$ cat src/sv/plex_pkg.sv
// Shared types, token kind codes and the keyword table of the lexer.
package plex_pkg;

    localparam logic [5:0] K_EOF   = 6'd0;
    localparam logic [5:0] K_ERR   = 6'd1;
    localparam logic [5:0] K_NUM   = 6'd2;
    localparam logic [5:0] K_IDENT = 6'd3;
    localparam logic [5:0] K_STR   = 6'd4;
    localparam logic [5:0] K_CHR   = 6'd5;
    localparam logic [5:0] K_DOT   = 6'd6;
    localparam logic [5:0] K_PLUS  = 6'd7;
    localparam logic [5:0] K_MINUS = 6'd8;
    localparam logic [5:0] K_STAR  = 6'd9;
    localparam logic [5:0] K_SLASH = 6'd10;
    localparam logic [5:0] K_EQ    = 6'd11;
    localparam logic [5:0] K_COMMA = 6'd12;
    localparam logic [5:0] K_SEMI  = 6'd13;
    localparam logic [5:0] K_LPAR  = 6'd14;
    localparam logic [5:0] K_RPAR  = 6'd15;
    localparam logic [5:0] K_LBRK  = 6'd16;
    localparam logic [5:0] K_RBRK  = 6'd17;
    localparam logic [5:0] K_RBRC  = 6'd18;
    localparam logic [5:0] K_LEQ   = 6'd19;
    localparam logic [5:0] K_NEQ   = 6'd20;
    localparam logic [5:0] K_LT    = 6'd21;
    localparam logic [5:0] K_ASGN  = 6'd22;
    localparam logic [5:0] K_COLON = 6'd23;
    localparam logic [5:0] K_GEQ   = 6'd24;
    localparam logic [5:0] K_GT    = 6'd25;
    localparam logic [5:0] K_KW0   = 6'd26;

    localparam int NUM_KW = 22;

    // Keyword text is right-aligned: the first character sits highest.
    localparam logic [71:0] KW_TEXT [NUM_KW] = '{
        72'("array"), 72'("begin"), 72'("char"), 72'("const"), 72'("do"),
        72'("downto"), 72'("else"), 72'("end"), 72'("for"), 72'("function"),
        72'("if"), 72'("integer"), 72'("uinteger"), 72'("of"),
        72'("procedure"), 72'("read"), 72'("repeat"), 72'("then"), 72'("to"),
        72'("until"), 72'("var"), 72'("write")
    };
    localparam logic [3:0] KW_LEN [NUM_KW] = '{
        4'd5, 4'd5, 4'd4, 4'd5, 4'd2, 4'd6, 4'd4, 4'd3, 4'd3, 4'd8, 4'd2,
        4'd7, 4'd8, 4'd2, 4'd9, 4'd4, 4'd6, 4'd4, 4'd2, 4'd5, 4'd3, 4'd5
    };

    typedef enum logic [8:0] {
        SC_START = 9'b000000001,
        SC_CMT   = 9'b000000010,
        SC_STR   = 9'b000000100,
        SC_CHR   = 9'b000001000,
        SC_NUM   = 9'b000010000,
        SC_IDENT = 9'b000100000,
        SC_LT    = 9'b001000000,
        SC_COLON = 9'b010000000,
        SC_GT    = 9'b100000000
    } scan_t;

    typedef enum logic [4:0] {
        ST_IDLE = 5'b00001,
        ST_STEP = 5'b00010,
        ST_RD   = 5'b00100,
        ST_WT   = 5'b01000,
        ST_OUT  = 5'b10000
    } fsm_t;

    // Character of keyword k at position p, or zero past its end.
    function automatic logic [7:0] kw_char(input int k, input logic [5:0] p);
        int sh;
        sh = int'(KW_LEN[k]) - 1 - int'(p);
        if (sh < 0) begin
            return 8'd0;
        end
        return KW_TEXT[k][8*sh +: 8];
    endfunction

    function automatic logic [5:0] single_kind(input logic [7:0] c);
        case (c)
            8'h2E:   return K_DOT;
            8'h2B:   return K_PLUS;
            8'h2D:   return K_MINUS;
            8'h2A:   return K_STAR;
            8'h2F:   return K_SLASH;
            8'h3D:   return K_EQ;
            8'h2C:   return K_COMMA;
            8'h3B:   return K_SEMI;
            8'h28:   return K_LPAR;
            8'h29:   return K_RPAR;
            8'h5B:   return K_LBRK;
            8'h5D:   return K_RBRK;
            8'h7D:   return K_RBRC;
            default: return K_ERR;
        endcase
    endfunction

endpackage

$ cat src/sv/pascal_subset_lexer_unit.sv
// Top level of the Pascal subset lexer: scan sequencer, token buffer and output beat.
// One source byte enters per beat; the block takes the next byte only after it has
// scanned this one and delivered every token it completes. Each completed token is read
// back from the token buffer RAM one character at a time, each output beat passing
// through a RAM read, a data capture and a handshake that waits for the sink to be
// ready; a byte that ends a token without belonging to it is then scanned again.
// Keyword detection runs alongside the buffer writes, so it costs nothing.
module pascal_subset_lexer_unit
    import plex_pkg::*;
#(
    parameter int MAX_TOKEN = 32,
    parameter int LINE_BITS = 16
) (
    input  logic                 aclk,
    input  logic                 aresetn,
    input  logic                 s_tvalid,
    output logic                 s_tready,
    input  logic [7:0]           s_tdata,   // char_code
    input  logic                 s_tlast,   // end_of_input
    output logic                 m_tvalid,
    input  logic                 m_tready,
    // line_number, text_char, char_valid, truncated (zero filled to whole bytes)
    output logic [((LINE_BITS+10+7)/8)*8-1:0] m_tdata,
    output logic [5:0]           m_tuser,   // token_kind
    output logic                 m_tlast    // last
);
    localparam int AW = $clog2(MAX_TOKEN);
    localparam int LW = $clog2(MAX_TOKEN + 1);
    localparam int DW = ((LINE_BITS + 10 + 7) / 8) * 8;

    fsm_t                  fsm_reg, fsm_next;
    scan_t                 sc_reg, sc_next;
    logic [LW-1:0]         len_reg, len_next;
    logic                  ovf_reg, ovf_next;
    logic [NUM_KW-1:0]     match_reg, match_next;
    logic [LINE_BITS-1:0]  line_reg;
    logic [7:0]            c_reg;
    logic                  eof_reg;
    logic                  rescan_reg, rescan_next;
    logic [5:0]            kind_reg, kind_next;
    logic [AW-1:0]         idx_reg;
    logic                  out_valid_reg;
    logic [5:0]            o_kind_reg;
    logic [LINE_BITS-1:0]  o_line_reg;
    logic [7:0]            o_char_reg;
    logic                  o_cv_reg, o_tr_reg, o_last_reg;

    logic [7:0] rdata;
    logic       save, emit, clr;
    logic [5:0] kw_kind;
    logic       is_dig, is_alp, is_spc, is_prn;
    logic       cur_last;

    plex_ram #(.WIDTH(8), .DEPTH(MAX_TOKEN)) u_buf (
        .aclk  (aclk),
        .we    (fsm_reg == ST_STEP && save && len_reg < LW'(MAX_TOKEN)),
        .waddr (len_reg[AW-1:0]),
        .wdata (c_reg),
        .raddr (idx_reg),
        .rdata (rdata)
    );

    assign is_dig = c_reg >= 8'h30 && c_reg <= 8'h39;
    assign is_alp = (c_reg >= 8'h61 && c_reg <= 8'h7A) || (c_reg >= 8'h41 && c_reg <= 8'h5A);
    assign is_spc = c_reg == 8'h20 || (c_reg >= 8'd9 && c_reg <= 8'd13);
    assign is_prn = c_reg >= 8'h20 && c_reg <= 8'h7E;

    // An identifier is a keyword when its text matched all the way, the lengths agree and nothing was truncated.
    always_comb begin
        kw_kind = K_IDENT;
        if (!ovf_reg) begin
            for (int k = 0; k < NUM_KW; k++) begin
                if (match_reg[k] && LW'(KW_LEN[k]) == len_reg) begin
                    kw_kind = K_KW0 + 6'(k);
                end
            end
        end
    end

    // One scan step on the held byte.
    always_comb begin
        save = 1'b0;
        emit = 1'b0;
        clr = 1'b0;
        sc_next = sc_reg;
        kind_next = kind_reg;
        rescan_next = 1'b0;
        case (sc_reg)
            SC_CMT: begin
                if (eof_reg) begin
                    clr = 1'b1; emit = 1'b1; kind_next = K_EOF;
                end else if (c_reg == 8'h7D) begin
                    sc_next = SC_START;
                end
            end
            SC_STR: begin
                if (eof_reg) begin
                    clr = 1'b1; emit = 1'b1; kind_next = K_EOF;
                end else if (c_reg == 8'h22) begin
                    emit = 1'b1; kind_next = K_STR;
                end else if (is_prn) begin
                    save = 1'b1;
                end else begin
                    save = 1'b1; emit = 1'b1; kind_next = K_ERR;
                end
            end
            SC_CHR: begin
                if (eof_reg) begin
                    clr = 1'b1; emit = 1'b1; kind_next = K_EOF;
                end else if (c_reg == 8'h27) begin
                    emit = 1'b1; kind_next = K_CHR;
                end else begin
                    save = 1'b1;
                end
            end
            SC_NUM: begin
                if (!eof_reg && is_dig) begin
                    save = 1'b1;
                end else begin
                    emit = 1'b1; kind_next = K_NUM; rescan_next = 1'b1;
                end
            end
            SC_IDENT: begin
                if (!eof_reg && (is_dig || is_alp)) begin
                    save = 1'b1;
                end else begin
                    emit = 1'b1; kind_next = kw_kind; rescan_next = 1'b1;
                end
            end
            SC_LT: begin
                if (!eof_reg && c_reg == 8'h3D) begin
                    save = 1'b1; emit = 1'b1; kind_next = K_LEQ;
                end else if (!eof_reg && c_reg == 8'h3E) begin
                    save = 1'b1; emit = 1'b1; kind_next = K_NEQ;
                end else begin
                    emit = 1'b1; kind_next = K_LT; rescan_next = 1'b1;
                end
            end
            SC_COLON: begin
                if (!eof_reg && c_reg == 8'h3D) begin
                    save = 1'b1; emit = 1'b1; kind_next = K_ASGN;
                end else begin
                    emit = 1'b1; kind_next = K_COLON; rescan_next = 1'b1;
                end
            end
            SC_GT: begin
                if (!eof_reg && c_reg == 8'h3D) begin
                    save = 1'b1; emit = 1'b1; kind_next = K_GEQ;
                end else begin
                    emit = 1'b1; kind_next = K_GT; rescan_next = 1'b1;
                end
            end
            default: begin
                if (eof_reg) begin
                    clr = 1'b1; emit = 1'b1; kind_next = K_EOF;
                end else if (is_spc) begin
                    sc_next = SC_START;
                end else if (is_dig) begin
                    save = 1'b1; sc_next = SC_NUM;
                end else if (c_reg == 8'h22) begin
                    sc_next = SC_STR;
                end else if (c_reg == 8'h27) begin
                    sc_next = SC_CHR;
                end else if (c_reg == 8'h7B) begin
                    sc_next = SC_CMT;
                end else if (is_alp) begin
                    save = 1'b1; sc_next = SC_IDENT;
                end else if (c_reg == 8'h3A) begin
                    save = 1'b1; sc_next = SC_COLON;
                end else if (c_reg == 8'h3E) begin
                    save = 1'b1; sc_next = SC_GT;
                end else if (c_reg == 8'h3C) begin
                    save = 1'b1; sc_next = SC_LT;
                end else begin
                    save = 1'b1; emit = 1'b1; kind_next = single_kind(c_reg);
                end
            end
        endcase
        if (emit) begin
            sc_next = SC_START;
        end
    end

    // Buffer length, overflow and the keyword match vector after the step.
    always_comb begin
        len_next = len_reg;
        ovf_next = ovf_reg;
        match_next = match_reg;
        if (clr) begin
            len_next = '0;
            ovf_next = 1'b0;
        end else if (save) begin
            if (len_reg < LW'(MAX_TOKEN)) begin
                len_next = len_reg + LW'(1);
                for (int k = 0; k < NUM_KW; k++) begin
                    match_next[k] = match_reg[k] && len_reg < LW'(KW_LEN[k]) &&
                                    kw_char(k, 6'(len_reg)) == c_reg;
                end
            end else begin
                ovf_next = 1'b1;
            end
        end
    end

    assign cur_last = len_reg == '0 || LW'(idx_reg) + LW'(1) == len_reg;

    always_comb begin
        fsm_next = fsm_reg;
        case (fsm_reg)
            ST_IDLE: if (s_tvalid) fsm_next = ST_STEP;
            ST_STEP: fsm_next = emit ? ST_RD : ST_IDLE;
            ST_RD:   fsm_next = ST_WT;
            ST_WT:   fsm_next = ST_OUT;
            ST_OUT: begin
                if (m_tready) begin
                    if (!o_last_reg) begin
                        fsm_next = ST_RD;
                    end else if (rescan_reg) begin
                        fsm_next = ST_STEP;
                    end else begin
                        fsm_next = ST_IDLE;
                    end
                end
            end
            default: fsm_next = ST_IDLE;
        endcase
    end

    always_ff @(posedge aclk) begin
        if (!aresetn) begin
            fsm_reg <= ST_IDLE;
            sc_reg <= SC_START;
            len_reg <= '0;
            ovf_reg <= 1'b0;
            match_reg <= '1;
            line_reg <= LINE_BITS'(1);
            rescan_reg <= 1'b0;
            out_valid_reg <= 1'b0;
            idx_reg <= '0;
        end else begin
            fsm_reg <= fsm_next;
            case (fsm_reg)
                ST_IDLE: begin
                    c_reg <= s_tdata;
                    eof_reg <= s_tlast;
                end
                ST_STEP: begin
                    sc_reg <= sc_next;
                    len_reg <= len_next;
                    ovf_reg <= ovf_next;
                    match_reg <= match_next;
                    kind_reg <= kind_next;
                    rescan_reg <= rescan_next;
                    idx_reg <= '0;
                    if (!emit && !eof_reg && c_reg == 8'h0A) begin
                        line_reg <= line_reg + LINE_BITS'(1);
                    end
                end
                ST_WT: begin
                    out_valid_reg <= 1'b1;
                    o_kind_reg <= kind_reg;
                    o_line_reg <= line_reg;
                    o_char_reg <= (len_reg == '0) ? 8'd0 : rdata;
                    o_cv_reg <= len_reg != '0;
                    o_tr_reg <= ovf_reg;
                    o_last_reg <= cur_last;
                end
                ST_OUT: begin
                    if (m_tready) begin
                        out_valid_reg <= 1'b0;
                        idx_reg <= idx_reg + AW'(1);
                        if (o_last_reg) begin
                            len_reg <= '0;
                            ovf_reg <= 1'b0;
                            match_reg <= '1;
                            rescan_reg <= 1'b0;
                            if (!rescan_reg && !eof_reg && c_reg == 8'h0A) begin
                                line_reg <= line_reg + LINE_BITS'(1);
                            end
                        end
                    end
                end
                default: ;
            endcase
        end
    end

    assign s_tready = fsm_reg == ST_IDLE;
    assign m_tvalid = out_valid_reg;
    assign m_tdata  = DW'({o_tr_reg, o_cv_reg, o_char_reg, o_line_reg});
    assign m_tuser  = o_kind_reg;
    assign m_tlast  = o_last_reg;
endmodule

$ cat src/sv/plex_ram.sv
// Generic single-port-write, single-port-read RAM with registered read data.
module plex_ram #(
    parameter int WIDTH = 8,
    parameter int DEPTH = 32
) (
    input  logic                     aclk,
    input  logic                     we,
    input  logic [$clog2(DEPTH)-1:0] waddr,
    input  logic [WIDTH-1:0]         wdata,
    input  logic [$clog2(DEPTH)-1:0] raddr,
    output logic [WIDTH-1:0]         rdata
);
    logic [WIDTH-1:0] mem [DEPTH];

    always_ff @(posedge aclk) begin
        if (we) begin
            mem[waddr] <= wdata;
        end
        rdata <= mem[raddr];
    end
endmodule

$ cat config.mk
export PLATFORM = sky130hd
export DESIGN_NAME = pascal_subset_lexer_unit
export DESIGN_NICKNAME = d
export VERILOG_FILES = /design/src/sv/plex_pkg.sv /design/src/sv/pascal_subset_lexer_unit.sv /design/src/sv/plex_ram.sv
export SDC_FILE = /design/constraint.sdc
export NUM_CORES = 1
export LEC_CHECK = 0
export ABC_AREA = 1
export BUFFER_PORTS_ARGS = -buffer_cell sky130_fd_sc_hd__buf_4
export CORE_AREA = 4 4 191 193
export DETAILED_ROUTE_END_ITERATION = 12
export DIE_AREA = 0 0 195 197
export PLACE_DENSITY = 0.77
export SKIP_CTS_REPAIR_TIMING = 1
export SYNTH_ARGS = -nofsm -noshare
export SYNTH_HDL_FRONTEND = slang
export SYNTH_SLANG_ARGS = --single-unit
$ cat constraint.sdc
create_clock -name aclk -period 7.5 [get_ports aclk]
set_clock_uncertainty 0.15 [all_clocks]
set_input_delay 1.5 -clock aclk [delete_from_list [all_inputs] [get_ports aclk]]
set_output_delay 1.5 -clock aclk [all_outputs]
set_load 0.05 [all_outputs]
== After elaboration in Yosys (flattened, before gate mapping) ==
Memories as Yosys holds them, arrays and structs flattened. A register that Yosys moved wholly into a read port is not among the register bits.
Cells that the tools add are included.
Operators by class
  add/subtract/negate cells: 12
  $lt $le $gt $ge: 27
  equality and inequality tests: 93
  shift operators: 22
  multiplexer cells: 265
  reduce and logical (&&, ||, !) cells: 109
Operator list (count)
  indexed part select 72 x 10 -> 8 bit (first input constant): 22
  two-way mux 8 bit: 96
  two-way mux 6 bit: 45
  equality test 8 bit: 22
  equality test 8 x 6 -> 1 bit (second input constant): 16
  two-way mux 9 bit: 13
  two-way mux 22 bit: 5
  logical AND 1 bit: 81
  two-way mux 1 bit: 80
  case mux 5 bit (13 select lines): 1
  two-way mux 16 bit: 4
  != test 9 x 2 -> 1 bit (second input constant): 7
  less-than comparator 7 x 1 -> 1 bit (second input constant): 8
  case mux 6 bit (8 select lines): 1
  case mux 22 bit (2 select lines): 1
  equality test 8 x 7 -> 1 bit (second input constant): 4
  case mux 16 bit (2 select lines): 1
  subtractor 3 x 6 -> 7 bit (first input constant): 4
  case mux 5 bit (5 select lines): 1
  equality test 3 x 6 -> 1 bit (first input constant): 4
  less-or-equal comparator 8 x 7 -> 1 bit (second input constant): 3
  less-than comparator 6 x 3 -> 1 bit (second input constant): 4
  two-way mux 5 bit: 4
  AND reduction 5 bit: 4
  other kinds (62): 97
Storage, ports and cells
  register bits: 114
  bits in writable memories: 256
  word-level logic and storage cells: 547
  memories: 1
Memories
  u_buf.mem: words 32, bits a word 8, read ports 1, clocked after Yosys merged registers in 1, write ports 1, RTL line plex_ram.sv:13  | logic [WIDTH-1:0] mem [DEPTH];

== Depth between registers and ports, before layout ==
  depth in word-level cells: 27
  gate-level depth with buffers: 28

== Modules after synthesis ==
A second synthesis with hierarchy kept.
Second synthesis, totals
  cell total of the unflattened synthesis: 2190
  area, all modules: 19656.4 µm²
By module, submodules not included
  plex_ram: times used 1, cells each 922, area each 10786.6 µm², sequential area each 7847.5 µm²
  pascal_subset_lexer_unit: times used 1, cells each 1268, area each 8869.8 µm², sequential area each 2762.6 µm²

== Least setup slack after synthesis ==
Ideal clock, no wire load.
  kind: input -> register
  start point: input port aresetn
  end point: register o_last_reg (netlist: m_tlast) (enable)
  library setup time: 0.423 ns
  arrival: 3.613 ns
  data required time: 6.927 ns
  setup slack: 3.314 ns
  cell stages on the path: 4
  cell sequence: clkbuf_1 clkinv_1 clkbuf_1 nor2_1
Between the ends
  word-level cells in the longest chain between the ends: 1
RTL lines
  start, declared: RTL line pascal_subset_lexer_unit.sv:15  | input logic aresetn,
  AND reduction 2 bit (no source line)
  end signal, assigned: RTL line pascal_subset_lexer_unit.sv:266  | o_last_reg <= cur_last;
  end, declared: RTL line pascal_subset_lexer_unit.sv:46  | logic o_cv_reg, o_tr_reg, o_last_reg;
No other way between the ends.
A chain may end at the register's enable or synchronous reset.

== Worst setup path after layout ==
  start point: register len_reg[2]
  end point: register match_reg[8]
Between the ends
  word-level cells in the longest chain between the ends: 16
  elaborated cells on any way between the ends: 22
  classes of those cells: add/sub (1); order compare (3); eq/ne (2); shift (1); mux (12); reduce/logical (3)
RTL lines
  start, declared: RTL line pascal_subset_lexer_unit.sv:33  | logic [LW-1:0] len_reg, len_next;
  start signal, assigned: RTL line pascal_subset_lexer_unit.sv:249  | len_reg <= len_next;
  subtractor 2 x 6 -> 7 bit: RTL line plex_pkg.sv:70  | sh = int'(KW_LEN[k]) - 1 - int'(p);
  less-than comparator 7 x 1 -> 1 bit: RTL line plex_pkg.sv:71  | if (sh < 0) begin
  two-way mux 1 bit: RTL line plex_pkg.sv:71
  two-way mux 1 bit: RTL line pascal_subset_lexer_unit.sv:193  | if (len_reg < LW'(MAX_TOKEN)) begin
  two-way mux 1 bit: RTL line pascal_subset_lexer_unit.sv:192  | end else if (save) begin
  two-way mux 1 bit: RTL line pascal_subset_lexer_unit.sv:189  | if (clr) begin
  two-way mux 8 bit: RTL line plex_pkg.sv:74  | return KW_TEXT[k][8*sh +: 8];
  two-way mux 8 bit: RTL line pascal_subset_lexer_unit.sv:193
  two-way mux 8 bit: RTL line pascal_subset_lexer_unit.sv:192
  two-way mux 8 bit: RTL line pascal_subset_lexer_unit.sv:189
  equality test 8 bit: RTL line pascal_subset_lexer_unit.sv:197  | kw_char(k, 6'(len_reg)) == c_reg;
  logical AND 1 bit: RTL line pascal_subset_lexer_unit.sv:196  | match_next[k] = match_reg[k] && len_reg < LW'(KW_LEN[k]) &&
  two-way mux 22 bit: RTL line pascal_subset_lexer_unit.sv:193
  two-way mux 22 bit: RTL line pascal_subset_lexer_unit.sv:192
  two-way mux 22 bit: RTL line pascal_subset_lexer_unit.sv:189
  case mux 22 bit (2 select lines): RTL line pascal_subset_lexer_unit.sv:242  | case (fsm_reg)
  end signal, assigned: RTL line pascal_subset_lexer_unit.sv:251  | match_reg <= match_next;
  end, declared: RTL line pascal_subset_lexer_unit.sv:35  | logic [NUM_KW-1:0] match_reg, match_next;
Parallel ways exist; a longest one is shown, timed or not. The select of a mux whose other input is x is not followed.

==> impl_metrics.csv <==
group,metric,value,unit
pwr,power_density,243,mW/mm^2
timing,setup_viol,0,
floorplanning,fp.coreArea,0.0345,sq mm
floorplanning,fp.dieH,197,um
global_routing,grt_pass1_wl,80000,um
min_path,hold_start,"kind_reg[5]",
clocking,clock_path_buffers,3,
global_routing,grt_max_degree,123,
timing,fmax,223,MHz
setup_path,critical_path_required,7.82,ns
setup_path,crit_fanout,20,
route,firstDrtPassIters,7,
clocking,cts.sink_count,378,
cells_and_area,largest_reg_flops,256,
synth,syn_avg_cell_area,9.43,sq um
min_path,min_to,"m_tuser[5]",
cells_and_area,final_cell_mix,"nor2_1 (340), edfxtp_1 (304), nand2_1 (259), o21ai_0 (196), inv_1 (124)",
route,ant_nets,0,
setup_path,critPathKind,"flop to flop",
synth,ys.flop_type,"edfxtp_1",
timing,rsz0062_at_grt,"no",
timing,fin_setup_tns,0,ns
placed_design,port_buffers,47,
clocking,insertion_delay,0.55,ns
synth,yosysWarnings,0,
route,vias,15421,
route,drc,0,
setup_path,crit_start,"len_reg[2]",
synth,synthArstFlopShare,0,%
synth,synth_seq_cells,378,
floorplanning,io_pins,54,
floorplanning,die-area,0.0384,sq mm
floorplanning,die_w,195,um
clocking,tritoncts,"built",
clocking,clk_pin_slew,0.06,ns
setup_path,setup.worst_path.start_class,"flop",
global_routing,grt_overflow,0,
run_status,outcome,"finished clean",
synth,synth.distinct_cells,64,
global_routing,grt_pass1_vias,14591,
cells_and_area,nets,2039,
setup_path,reg2reg_to,"match_reg[8]",
timing,tightest_slew,1.13,ns
timing,report.final.slew_viol_count,0,
floorplanning,num_rows,68,
cells_and_area,area_growth,9.46,%
pwr,power_leakage,7.74,nW
setup_path,endpoint_kind,"flop",
global_routing,grt_usage,26.1,%
route,drt-wirelength-per-cell,21.0,um
cells_and_area,n_antenna_cell,0,
clocking,numCtsBuffers,38,
flow_run,max_cap_violations,0,
pwr,finalPower,0.00502,W
synth,syn_inst,1997,
placed_design,dpl.hpwl,34200,um
min_path,whs_path_depth,0,
timing,hold_viol,0,
placed_design,gp_congestion,0.980,
timing,fin_crit_sh,59.8,%
synth,synth_edf_count,304,
setup_path,worst_ep_arrival_time,4.80,ns
clocking,clock-root-buffer,"clkbuf_16",
global_routing,antenna_found_initial,0,
route,viasPerCell,6.20,
timing,relSlewSlack,24.4,%
min_path,hold_path.class,"flop to flop",
cells_and_area,drive_above_1_share,9.50,%
timing,fin_crit,4.48,ns
clocking,htree_levels,2,
setup_path,timing.rr.start,"len_reg[2]",
pwr,irDropWorstVdd,159,uV
floorplanning,start_util,54.5,%
route,routed_wirelength,52200,um
synth,seq_area_frac_synth,56.3,%
cells_and_area,layout_commonest_cell,"nor2_1",
synth,netlist_area,0.0188,sq mm
setup_path,rr_worst_depth,14,
setup_path,r2r_slack,3.02,ns
route,drt_iter0_drc,2043,
-- logic make-up (layout without fill, tap and decap cells) --
family | count (synthesis) | count (layout) | share of synthesized area (%)
AO/OA/AOI/OAI | 443 | 443 | 14.2
other | 1 | 6 | 0.0199
flip-flops | 378 | 378 | 56.3
buffers and inverters | 263 | 292 | 5.63
AND/OR/NAND/NOR | 812 | 812 | 18.7
adder cells (fa/ha/maj) | 23 | 23 | 1.53
XOR/XNOR | 77 | 77 | 3.58
-- per-stage QoR --
step                util (%)  hold slack (ns)  setup WS (ns)  cell area, sq um  instances
floorplan                  -            0.250           3.31             18800       2002
global placement        56.3            0.252           3.12             19500       2418
detailed placement      56.3            0.256           3.08             19500       2418
CTS                     59.7            0.268           3.18             20600       2486
global route            59.7            0.270           2.72             20600       2486
finish                  59.7            0.267           3.02             20600       2486
-- cell usage after synthesis, types with 5 or more instances --
cell       count  area (sq um)
nand2_2        8          50.1
o21ai_0      196           981
a21oi_1       59           295
a31oi_1       23           144
nor2_2        11          68.8
buf_2         16          80.1
nand4_1       21           131
buf_4         12          90.1
o211ai_1      14           105
a32oi_1        6          52.6
ha_1          23           288
edfxtp_1     304          9130
nor4_1        21           131
o22ai_1       25           156
clkbuf_1      64           240
dfxtp_1       74          1480
a2111oi_0      5          43.8
nor3_2         5          50.1
o31ai_1        7          52.6
o2111ai_1      5          43.8
o221ai_1      47           412
nor2_1       341          1280
a211oi_1      14           105
nand2_1      259           972
nand3_1       91           455
xor2_1        73           639
nor3_1        32           160
inv_1        125           469
inv_2         29           109
clkinv_1       6          22.5
buf_1          9          33.8
o21ai_1       22           110
-- power breakdown --
| part | internal, W | switching (W) | total [W] |
|---|---|---|---|
| registers | 0.00233 | 0.0000344 | 0.00237 |
| logic | 0.000248 | 0.000625 | 0.000873 |
| clock network | 0.000982 | 0.000794 | 0.00178 |
| total | 0.00356 | 0.00145 | 0.00502 |
-- layer usage --
layer	vias to the layer above	GRT usage, %	wire length, um
li1	7050	-	-
met1	7330	36.4	21000
met2	893	42.4	24000
met3	148	3.52	5380
met4	0	9.15	1860
met5	-	0	0
-- worst max-delay path by stage --
stage                          endpoint  slack (ns)  cells past startpoint
after global placement      kind_reg[5]        3.12                      5
after global routing      match_reg[18]        2.72                     11
after floorplan                 m_tlast        3.31                      4
after detailed placement    kind_reg[5]        3.08                      5
final                      match_reg[8]        3.02                     14
after CTS                  match_reg[8]        3.18                     14
-- worst max-delay path, cell delays in order, from the launching register on --
cell	delay, ns
dfxtp_1	0.82
clkinv_1	0.81
ha_1	0.55
inv_1	0.13
nand2_1	0.10
inv_1	0.10
nor2_1	0.05
o21ai_0	0.32
nor2_1	0.14
nand2_1	0.20
xor2_1	0.16
inv_1	0.08
nor4_1	0.48
a31oi_1	0.16
o21ai_1	0.15
-- area by class of cell --
| cell class | instances | area [sq um] |
|---|---|---|
| Clock inverter | 21 | 171 |
| Fill cell | 2848 | 13900 |
| Clock buffer | 47 | 985 |
| Multi-Input combinational cell | 1361 | 7190 |
| Inverter | 161 | 607 |
| Timing Repair Buffer | 63 | 473 |
| Sequential cell | 378 | 10600 |
| Tap cell | 455 | 569 |
No activity file was read; power rests on OpenSTA's default activity.
